==> config.mk <==
export PLATFORM = sky130hd
export DESIGN_NAME = der_tlv_stream_parser
export DESIGN_NICKNAME = d
export VERILOG_FILES = /design/src/design/dtlv_pkg.sv /design/src/design/dtlv_region_stack.sv /design/src/design/der_tlv_stream_parser.sv
export VERILOG_INCLUDE_DIRS = /design/src /design/src/design
export SDC_FILE = /design/constraint.sdc
export NUM_CORES = 1
export LEC_CHECK = 0
export BUFFER_PORTS_ARGS = -buffer_cell sky130_fd_sc_hd__buf_2
export CORE_MARGIN = 2
export CORE_UTILIZATION = 25
export DETAILED_ROUTE_END_ITERATION = 8
export PLACE_DENSITY = 0.44
export SLEW_MARGIN = 5
export SYNTH_ARGS = -nofsm -noshare
export SYNTH_HDL_FRONTEND = slang
export SYNTH_SLANG_ARGS = --single-unit
==> constraint.sdc <==
create_clock -name aclk -period 15.4 [get_ports aclk]
set_input_delay 2.31 -clock aclk [delete_from_list [all_inputs] [get_ports aclk]]
set_output_delay 2.31 -clock aclk [all_outputs]
set_load 0.01 [all_outputs]
==> src/design/der_tlv_stream_parser_macros.svh <==
// Assertion helpers for the DER TLV stream parser.
// Both expect aclk and aresetn in scope.
`ifndef DER_TLV_STREAM_PARSER_MACROS_SVH
`define DER_TLV_STREAM_PARSER_MACROS_SVH

// Same-cycle implication.
`define DTLV_ASSERT_SAME(label, ante, cons) \
    label: assert property (@(posedge aclk) disable iff (!aresetn) (ante) |-> (cons)) \
        else $error("dtlv same-cycle check failed");

// Next-cycle implication.
`define DTLV_ASSERT_NEXT(label, ante, cons) \
    label: assert property (@(posedge aclk) disable iff (!aresetn) (ante) |=> (cons)) \
        else $error("dtlv next-cycle check failed");

`endif

==> src/design/dtlv_pkg.sv <==
package dtlv_pkg;

    localparam int MAX_DEPTH_DEF    = 8;
    localparam int OFFSET_WIDTH_DEF = 24;

    localparam int CFG_W    = 24;
    localparam int TDATA_W  = 72;
    localparam int TUSER_W  = 2;

    // DER header bits
    localparam int       LONG_FORM_BIT  = 7;
    localparam int       CONS_BIT       = 5;
    localparam int       MAX_LONG_COUNT = 4;

    // result kinds
    localparam logic [1:0] KIND_HEADER  = 2'd0;
    localparam logic [1:0] KIND_CONTENT = 2'd1;
    localparam logic [1:0] KIND_ERROR   = 2'd2;

    // error codes
    localparam logic [1:0] ERR_REGION = 2'd0;
    localparam logic [1:0] ERR_FORM   = 2'd1;
    localparam logic [1:0] ERR_LENGTH = 2'd2;
    localparam logic [1:0] ERR_DEPTH  = 2'd3;

    typedef struct packed {
        logic clear;      // restart: empty the stack
        logic step;       // a byte is consumed this cycle
        logic tag_phase;  // that byte is a tag byte: retire finished regions
        logic push;       // open a constructed region
    } stk_ctrl_t;

    typedef struct packed {
        logic               last;
        logic [TUSER_W-1:0] kind;
        logic [TDATA_W-1:0] data;
    } dtlv_beat_t;

endpackage

==> src/design/dtlv_region_stack.sv <==
module dtlv_region_stack import dtlv_pkg::*; #(
    parameter int MAX_DEPTH    = MAX_DEPTH_DEF,
    parameter int OFFSET_WIDTH = OFFSET_WIDTH_DEF,
    localparam int CNT_W       = $clog2(MAX_DEPTH + 1)
) (
    input  logic                    aclk,
    input  logic                    aresetn,
    input  stk_ctrl_t               ctrl,
    input  logic [OFFSET_WIDTH-1:0] byte_offset,
    input  logic [OFFSET_WIDTH-1:0] buffer_len,
    input  logic [OFFSET_WIDTH-1:0] push_end,
    output logic [CNT_W-1:0]        depth,
    output logic [OFFSET_WIDTH-1:0] region_end
);

    localparam int IDX_W = (MAX_DEPTH > 1) ? $clog2(MAX_DEPTH) : 1;

    logic [OFFSET_WIDTH-1:0] end_reg [MAX_DEPTH];
    logic [CNT_W-1:0]        count_reg, count_next;
    logic [CNT_W-1:0]        kept;
    logic [IDX_W-1:0]        top_idx, wr_idx;

    // Region ends never grow toward the top, so the live entries are a prefix.
    always_comb begin
        kept = '0;
        for (int i = 0; i < MAX_DEPTH; i++) begin
            if ((CNT_W'(i) < count_reg) && (end_reg[i] > byte_offset)) begin
                kept = CNT_W'(i + 1);
            end
        end
    end

    assign depth      = ctrl.tag_phase ? kept : count_reg;
    assign top_idx    = IDX_W'(depth - CNT_W'(1));
    assign wr_idx     = IDX_W'(depth);
    assign region_end = (depth == '0) ? buffer_len : end_reg[top_idx];

    always_comb begin
        count_next = count_reg;
        if (ctrl.clear) begin
            count_next = '0;
        end else if (ctrl.step) begin
            count_next = depth + CNT_W'(ctrl.push);
        end
    end

    always_ff @(posedge aclk) begin
        if (!aresetn) begin
            count_reg <= '0;
        end else begin
            count_reg <= count_next;
        end
    end

    always_ff @(posedge aclk) begin
        if (ctrl.step && ctrl.push && !ctrl.clear) begin
            end_reg[wr_idx] <= push_end;
        end
    end

endmodule

==> src/design/der_tlv_stream_parser.sv <==
// Each byte's result is registered onto m_*, or into the skid stage while m_* is stalled.
// Throughput: one byte per cycle; results leave through an output register plus skid stage,
// so s_tready drops only while both hold a beat.
// Reset (aresetn low, synchronous): parser at tag phase, offset 0, stack empty, no beats held,
// buffer_length 0. A cfg_we write also restarts the parse.
module der_tlv_stream_parser import dtlv_pkg::*; #(
    parameter int MAX_DEPTH    = MAX_DEPTH_DEF,
    parameter int OFFSET_WIDTH = OFFSET_WIDTH_DEF
) (
    input  logic               aclk,
    input  logic               aresetn,
    // config: buffer_length
    input  logic               cfg_we,
    input  logic [CFG_W-1:0]   cfg_wdata,
    // input bytes
    input  logic               s_tvalid,
    output logic               s_tready,
    input  logic [7:0]         s_tdata,   // [7:0] data_byte
    // results
    output logic               m_tvalid,
    input  logic               m_tready,
    output logic [TDATA_W-1:0] m_tdata,   // [7:0] element_tag, [31:8] element_length,
                                          // [35:32] nest_depth, [59:36] content_offset,
                                          // [60] constructed, [68:61] content_byte,
                                          // [70:69] error_code, [71] zero
    output logic [TUSER_W-1:0] m_tuser,   // [1:0] kind
    output logic               m_tlast    // buffer_end
);

    localparam int OW    = OFFSET_WIDTH;
    localparam int CNT_W = $clog2(MAX_DEPTH + 1);
    // wide enough for a 32-bit long-form length and any offset sum
    localparam int CW    = ((OW + 1) > 32) ? (OW + 1) : 32;

    typedef enum logic [1:0] {
        PH_TAG,
        PH_LEN,
        PH_LONG,
        PH_CONTENT
    } phase_t;

    // ---------------- parse state ----------------
    phase_t         phase_reg, phase_next;
    logic [CFG_W-1:0] blen_cfg_reg, blen_cfg_next;
    logic [OW-1:0]  offset_reg, offset_next;
    logic [7:0]     held_tag_reg, held_tag_next;
    logic [31:0]    acc_reg, acc_next;
    logic [2:0]     len_left_reg, len_left_next;
    logic [OW-1:0]  content_left_reg, content_left_next;
    logic           failed_reg, failed_next;

    // ---------------- output stage ----------------
    dtlv_beat_t     m_beat_reg, m_beat_next;
    dtlv_beat_t     skid_beat_reg, skid_beat_next;
    logic           m_valid_reg, m_valid_next;
    logic           skid_valid_reg, skid_valid_next;

    // ---------------- datapath ----------------
    logic [OW-1:0]  blen;
    logic [OW:0]    o_inc;
    logic           active, accept, step, is_last;
    logic [7:0]     b;
    logic [6:0]     long_cnt;
    logic [OW+1:0]  long_end;
    logic [31:0]    acc_shift;
    logic [31:0]    hdr_len;
    logic [OW:0]    room;
    logic           start_past, hdr_overrun, hdr_cons, depth_full;
    logic [OW-1:0]  hdr_end;
    logic [OW-1:0]  content_dec;

    logic [CNT_W-1:0] stk_depth;
    logic [OW-1:0]    rend;
    stk_ctrl_t        stk_ctrl;

    // result of this beat
    logic           res_push;
    logic [1:0]     res_kind, res_err;
    logic [31:0]    res_len;
    logic [OW-1:0]  res_off;
    logic           res_cons;
    logic [7:0]     res_byte;
    logic [7:0]     res_tag;
    dtlv_beat_t     res_beat;
    logic           hdr_req, push_en;

    assign blen     = OW'(blen_cfg_reg);
    assign b        = s_tdata;
    assign s_tready = !skid_valid_reg;
    assign accept   = s_tvalid && s_tready;
    // bytes past the buffer end and everything after an error are swallowed
    assign active   = !failed_reg && (offset_reg < blen);
    assign step     = accept && active && !cfg_we;
    assign o_inc    = {1'b0, offset_reg} + (OW + 1)'(1);
    assign is_last  = (o_inc == {1'b0, blen});

    assign long_cnt  = b[6:0];
    assign long_end  = {1'b0, o_inc} + (OW + 2)'(long_cnt);
    assign acc_shift = {acc_reg[23:0], b};
    assign hdr_len   = (phase_reg == PH_LEN) ? {24'd0, b} : acc_shift;

    // content starts right after this byte; it must fit in what the region has left
    assign start_past  = o_inc > {1'b0, rend};
    assign room        = {1'b0, rend} - o_inc;
    assign hdr_overrun = start_past || (CW'(hdr_len) > CW'(room));
    assign hdr_end     = OW'(CW'(o_inc) + CW'(hdr_len));
    assign hdr_cons    = held_tag_reg[CONS_BIT];
    assign depth_full  = stk_depth >= CNT_W'(MAX_DEPTH);
    assign content_dec = (content_left_reg != '0) ? content_left_reg - OW'(1) : '0;

    assign stk_ctrl.clear     = cfg_we;
    assign stk_ctrl.step      = step;
    assign stk_ctrl.tag_phase = (phase_reg == PH_TAG);
    assign stk_ctrl.push      = push_en;

    dtlv_region_stack #(
        .MAX_DEPTH    (MAX_DEPTH),
        .OFFSET_WIDTH (OW)
    ) u_stack (
        .aclk        (aclk),
        .aresetn     (aresetn),
        .ctrl        (stk_ctrl),
        .byte_offset (offset_reg),
        .buffer_len  (blen),
        .push_end    (hdr_end),
        .depth       (stk_depth),
        .region_end  (rend)
    );

    // ---------------- per-byte decode ----------------
    always_comb begin
        phase_next        = phase_reg;
        offset_next       = offset_reg;
        held_tag_next     = held_tag_reg;
        acc_next          = acc_reg;
        len_left_next     = len_left_reg;
        content_left_next = content_left_reg;
        failed_next       = failed_reg;
        blen_cfg_next     = blen_cfg_reg;

        res_push = 1'b0;
        res_kind = KIND_HEADER;
        res_err  = ERR_REGION;
        res_len  = '0;
        res_off  = offset_reg;
        res_cons = 1'b0;
        res_byte = '0;
        hdr_req  = 1'b0;
        push_en  = 1'b0;

        if (cfg_we) begin
            // new buffer: restart from scratch
            blen_cfg_next     = cfg_wdata;
            phase_next        = PH_TAG;
            offset_next       = '0;
            held_tag_next     = '0;
            acc_next          = '0;
            len_left_next     = '0;
            content_left_next = '0;
            failed_next       = 1'b0;
        end else if (step) begin
            offset_next = o_inc[OW-1:0];
            unique case (phase_reg)
                PH_TAG: begin
                    held_tag_next = b;
                    if (o_inc >= {1'b0, rend}) begin
                        // tag is the region's last byte: no room for a length
                        res_push = 1'b1;
                        res_kind = KIND_ERROR;
                        res_err  = ERR_REGION;
                    end else begin
                        phase_next = PH_LEN;
                    end
                end
                PH_LEN: begin
                    if (!b[LONG_FORM_BIT]) begin
                        hdr_req = 1'b1;
                    end else if ((long_cnt == '0) || (long_cnt > 7'(MAX_LONG_COUNT))) begin
                        res_push = 1'b1;
                        res_kind = KIND_ERROR;
                        res_err  = ERR_FORM;
                    end else if (long_end > {2'b0, rend}) begin
                        res_push = 1'b1;
                        res_kind = KIND_ERROR;
                        res_err  = ERR_REGION;
                    end else begin
                        acc_next      = '0;
                        len_left_next = long_cnt[2:0];
                        phase_next    = PH_LONG;
                    end
                end
                PH_LONG: begin
                    acc_next      = acc_shift;
                    len_left_next = (len_left_reg != '0) ? len_left_reg - 3'd1 : 3'd0;
                    if (len_left_reg <= 3'd1) begin
                        hdr_req = 1'b1;
                    end
                end
                PH_CONTENT: begin
                    content_left_next = content_dec;
                    if (content_dec == '0) begin
                        phase_next = PH_TAG;
                    end
                    res_push = 1'b1;
                    res_kind = KIND_CONTENT;
                    res_byte = b;
                end
                default: begin
                    phase_next = PH_TAG;
                end
            endcase

            // length complete: check it against the region, then emit the header
            if (hdr_req) begin
                res_push = 1'b1;
                if (hdr_overrun) begin
                    res_kind = KIND_ERROR;
                    res_err  = ERR_LENGTH;
                end else begin
                    phase_next = PH_TAG;
                    if (hdr_cons && (hdr_len != '0) && depth_full) begin
                        res_kind = KIND_ERROR;
                        res_err  = ERR_DEPTH;
                    end else begin
                        res_kind = KIND_HEADER;
                        res_len  = hdr_len;
                        res_off  = o_inc[OW-1:0];
                        res_cons = hdr_cons;
                        if (hdr_cons) begin
                            push_en = (hdr_len != '0);
                        end else if (hdr_len != '0) begin
                            phase_next        = PH_CONTENT;
                            content_left_next = OW'(hdr_len);
                        end
                    end
                end
            end

            if (res_push && (res_kind == KIND_ERROR)) begin
                failed_next = 1'b1;
            end
        end
    end

    // tag byte that errors reports itself as the tag
    assign res_tag = (phase_reg == PH_TAG) ? b : held_tag_reg;

    always_comb begin
        res_beat.last = is_last;
        res_beat.kind = res_kind;
        res_beat.data = {1'b0, res_err, res_byte, res_cons, 24'(res_off),
                         4'(stk_depth), res_len[23:0], res_tag};
    end

    // ---------------- output register + skid ----------------
    always_comb begin
        m_beat_next     = m_beat_reg;
        skid_beat_next  = skid_beat_reg;
        m_valid_next    = m_valid_reg;
        skid_valid_next = skid_valid_reg;
        if (skid_valid_reg) begin
            if (m_valid_reg && m_tready) begin
                m_beat_next     = skid_beat_reg;
                skid_valid_next = 1'b0;
            end
        end else if (res_push) begin
            if (!m_valid_reg || m_tready) begin
                m_beat_next  = res_beat;
                m_valid_next = 1'b1;
            end else begin
                skid_beat_next  = res_beat;
                skid_valid_next = 1'b1;
            end
        end else if (m_valid_reg && m_tready) begin
            m_valid_next = 1'b0;
        end
    end

    always_ff @(posedge aclk) begin
        m_beat_reg    <= m_beat_next;
        skid_beat_reg <= skid_beat_next;
        if (!aresetn) begin
            phase_reg        <= PH_TAG;
            blen_cfg_reg     <= '0;
            offset_reg       <= '0;
            held_tag_reg     <= '0;
            acc_reg          <= '0;
            len_left_reg     <= '0;
            content_left_reg <= '0;
            failed_reg       <= 1'b0;
            m_valid_reg      <= 1'b0;
            skid_valid_reg   <= 1'b0;
        end else begin
            phase_reg        <= phase_next;
            blen_cfg_reg     <= blen_cfg_next;
            offset_reg       <= offset_next;
            held_tag_reg     <= held_tag_next;
            acc_reg          <= acc_next;
            len_left_reg     <= len_left_next;
            content_left_reg <= content_left_next;
            failed_reg       <= failed_next;
            m_valid_reg      <= m_valid_next;
            skid_valid_reg   <= skid_valid_next;
        end
    end

    assign m_tvalid = m_valid_reg;
    assign m_tdata  = m_beat_reg.data;
    assign m_tuser  = m_beat_reg.kind;
    assign m_tlast  = m_beat_reg.last;

    // ---------------- checks ----------------
`include "der_tlv_stream_parser_macros.svh"

    `DTLV_ASSERT_SAME(a_skid_behind_main, skid_valid_reg, m_valid_reg)
    `DTLV_ASSERT_SAME(a_silent_after_fail, failed_reg, !res_push)
    `DTLV_ASSERT_NEXT(a_error_latches, res_push && (res_kind == KIND_ERROR) && !cfg_we, failed_reg)
    `DTLV_ASSERT_SAME(a_depth_bounded, 1'b1, stk_depth <= CNT_W'(MAX_DEPTH))

endmodule
==> flow_summary.toml <==
[worst_hold_path]
hold_path_class = "flop to flop"
hold_depth = 1
hold_start = "acc_reg[21]"
holdPathEnd = "acc_reg[21]"

[timing]
hold_viol = 0
fin_crit_ps = 13670
skew_ps = 22.29
fin_tns_setup_ps = 0
maxSlewViolCount = 0
fmaxAchievable_mhz = 73.15
holdWs_ps = 484.9
setup_viol = 0
slew_headroom = 0.1311
rsz0062_at_grt = "no"
worst_pin_slew_ps = 1294
period_share = 0.8877

[finish]
largest_reg_flops = 192
nNetsFinal = 3420
syn_to_final_growth_pct = 15.17
drive_gt1_frac = 0.1195
stdcell_count = 4707
mostFrequentLayoutCell = "edfxtp_1"
final_cell_mix = "edfxtp_1 (340), ha_1 (324), a21oi_1 (184), nand2_1 (181), nor2_1 (162)"
final_cell_area_sq_um = 34460

[logic_synthesis]
syn_area_per_cell_sq_um = 10.07
async_flop_share = 0
synth_cell_types = 91
ys_ff_latch = 456
synth_edf_count = 340
seq_area_frac_synth = 0.4188
netlist_instances = 2970
syn_area_sq_um = 29920
yosys_warnings = 0
syn-num-nets = 3334
synthFlopType = "edfxtp_1"

[clock_tree]
cts_setup_buffers = 0
numCtsBuffers = 57
clk_pin_slew_worst_paths_ps = 60
cts_tree = "yes"
clockBufferDepth = 3
clock_latency_ps = 640
ctsRootBufferMaster = "clkbuf_16"
ctsHoldBuffers = 0
clock-sinks = 456
cts_resized = 0
ctsHtreeMaxLevel = 2

[power]
p_leak_nw = 13.36
vdd_ir_drop_max_uv = 75.97
powerDensity_nw_per_um2 = 88.72

[global_routing]
grt_pass1_vias = 23430
grt_usage = 0.1788
grt_start_max_net_pins = 95
grt-ovfl-total = 0
grt_pass1_wl_microns = 161800
antenna_found_initial = 5

[setup_path]
reg2reg_slack_ps = 1730
cpPeakStageDelay_ps = 930
crit-reg2reg-launch = "offset_reg[17]"
r2r_end = "u_stack.end_reg[1][21]"
r2r_cells = 42
worstSetupEndpointType = "flop"
crit_arrival_ps = 14010
cp_max_fo = 26
crit_path_top_delay_cell = "a2111oi_0"
criticalPathCategory = "flop to flop"
critPathLaunchType = "flop"
crit_top_cell = "o21ai_0"
crit_required_ps = 15740
critPathLaunch = "offset_reg[17]"

[floorplan]
io_pins = 114
start_util = 0.2527
die_h_microns = 350.0
die_x_microns = 350.0
dieArea_sq_um = 122500
rows = 126
coreArea_sq_um = 118400

[run_status]
status = "completed"

[detailed_routing]
routed_via_density = 5.133
drt_iter0_drc = 1904
vias = 24160
antenna_left = 0
firstDrtPassIters = 6
wl_per_cell_microns = 23.78
wl_microns = 111900
drc_errors = 0

[place]
place_area_sq_um = 32470
io_buffer_count = 112
hpwl_microns = 83120
dp.cells = 4597
gp_congestion = 0.8823

[job]
maxCapViolCount = 0
## worst max-delay path, delay by kind of cell (launching register included)
kind	cells	cell delay [ps]
buf+inv	6	1870
compound gates	21	6410
xor+xnor	1	160
fa+ha+maj	5	1840
simple gates	8	2200
flops	1	360
mux	1	480
## worst max-delay path by stage
stage                                   endpoint  slack [ps]  cells past startpoint
after CTS                  u_stack.end_reg[1][8]        1730                     42
after detailed placement  u_stack.end_reg[1][21]        1800                     42
after global routing      u_stack.end_reg[1][15]         920                     43
after floorplan                 skid_beat_reg[0]        2750                     32
final                     u_stack.end_reg[1][21]        1730                     42
after global placement    u_stack.end_reg[1][21]        1770                     42
## power breakdown
part,switching [W],internal (W)
combinational,0.000176,0.0000961
clock,0.000573,0.000862
sequential,0.0000154,0.00133
## per-layer routing
| layer | track usage | vias up | wire, microns |
|---|---|---|---|
| met4 | 0.04856 | 4 | 2904 |
| met3 | 0.02838 | 141 | 6406 |
| met2 | 0.2910 | 646 | 51040 |
| met5 | 0 | - | 27 |
| li1 | - | 11490 | - |
| met1 | 0.2444 | 11880 | 51560 |
## cell usage after synthesis, types with 11 or more instances
cell type,count,area (sq um)
a21oi_1,184,920.9
clkbuf_1,125,469.2
and3_1,47,294.0
and2_1,26,162.7
a31oi_1,49,306.5
xor2_1,16,140.1
dfxtp_1,116,2322
ha_1,325,4066
nor2b_1,54,337.8
o21ai_0,145,725.7
nor4_1,26,162.7
a2111oi_0,31,271.5
edfxtp_1,340,10210
a211oi_1,24,180.2
nand4b_1,23,201.4
nor2_1,167,626.9
or3_1,12,75.07
a22o_1,72,630.6
xnor2_1,119,1042
o211ai_1,11,82.58
o21a_1,17,127.6
nand3_1,113,565.5
a2111o_1,25,281.5
mux2_2,41,461.7
nor3_1,62,310.3
and4_1,12,105.1
o31a_1,26,227.7
mux2i_1,38,380.4
a21o_1,86,645.6
inv_1,143,536.8
nand2_1,181,679.4
nand4_1,104,650.6
nand2b_1,41,256.5
## logic make-up after synthesis
logic type | after synthesis | synth area share
mux | 79 | 0.02814
fa+ha+maj | 327 | 0.1372
compound gates | 775 | 0.1773
other cells | 1 | 0.0001253
simple gates | 897 | 0.1574
flops | 456 | 0.4188
xor+xnor | 137 | 0.04060
buf+inv | 298 | 0.04027
## area by class of cell
class                   instances  area, sq um
inverters                     145        544.3
flip-flops and latches        456        12530
diodes                          3        7.507
fillers                     12390        83940
well taps                    1600         2002
multi-input cells            2216        16310
repair buffers                180         1084
clock inverters                38        432.9
clock buffers                  69         1544
## stage by stage
| stage | total power, W | setup slack (ps) | utilization |
|---|---|---|---|
| global route | 0.003172 | 921.8 | 0.2910 |
| floorplan | 0.001540 | 2752 | - |
| finish | 0.003057 | 1729 | 0.2911 |
| global placement | 0.001650 | 1773 | 0.2743 |
| CTS | 0.003103 | 1733 | 0.2910 |
| detailed placement | 0.001650 | 1796 | 0.2743 |
No activity file was read; power rests on OpenSTA's default activity.
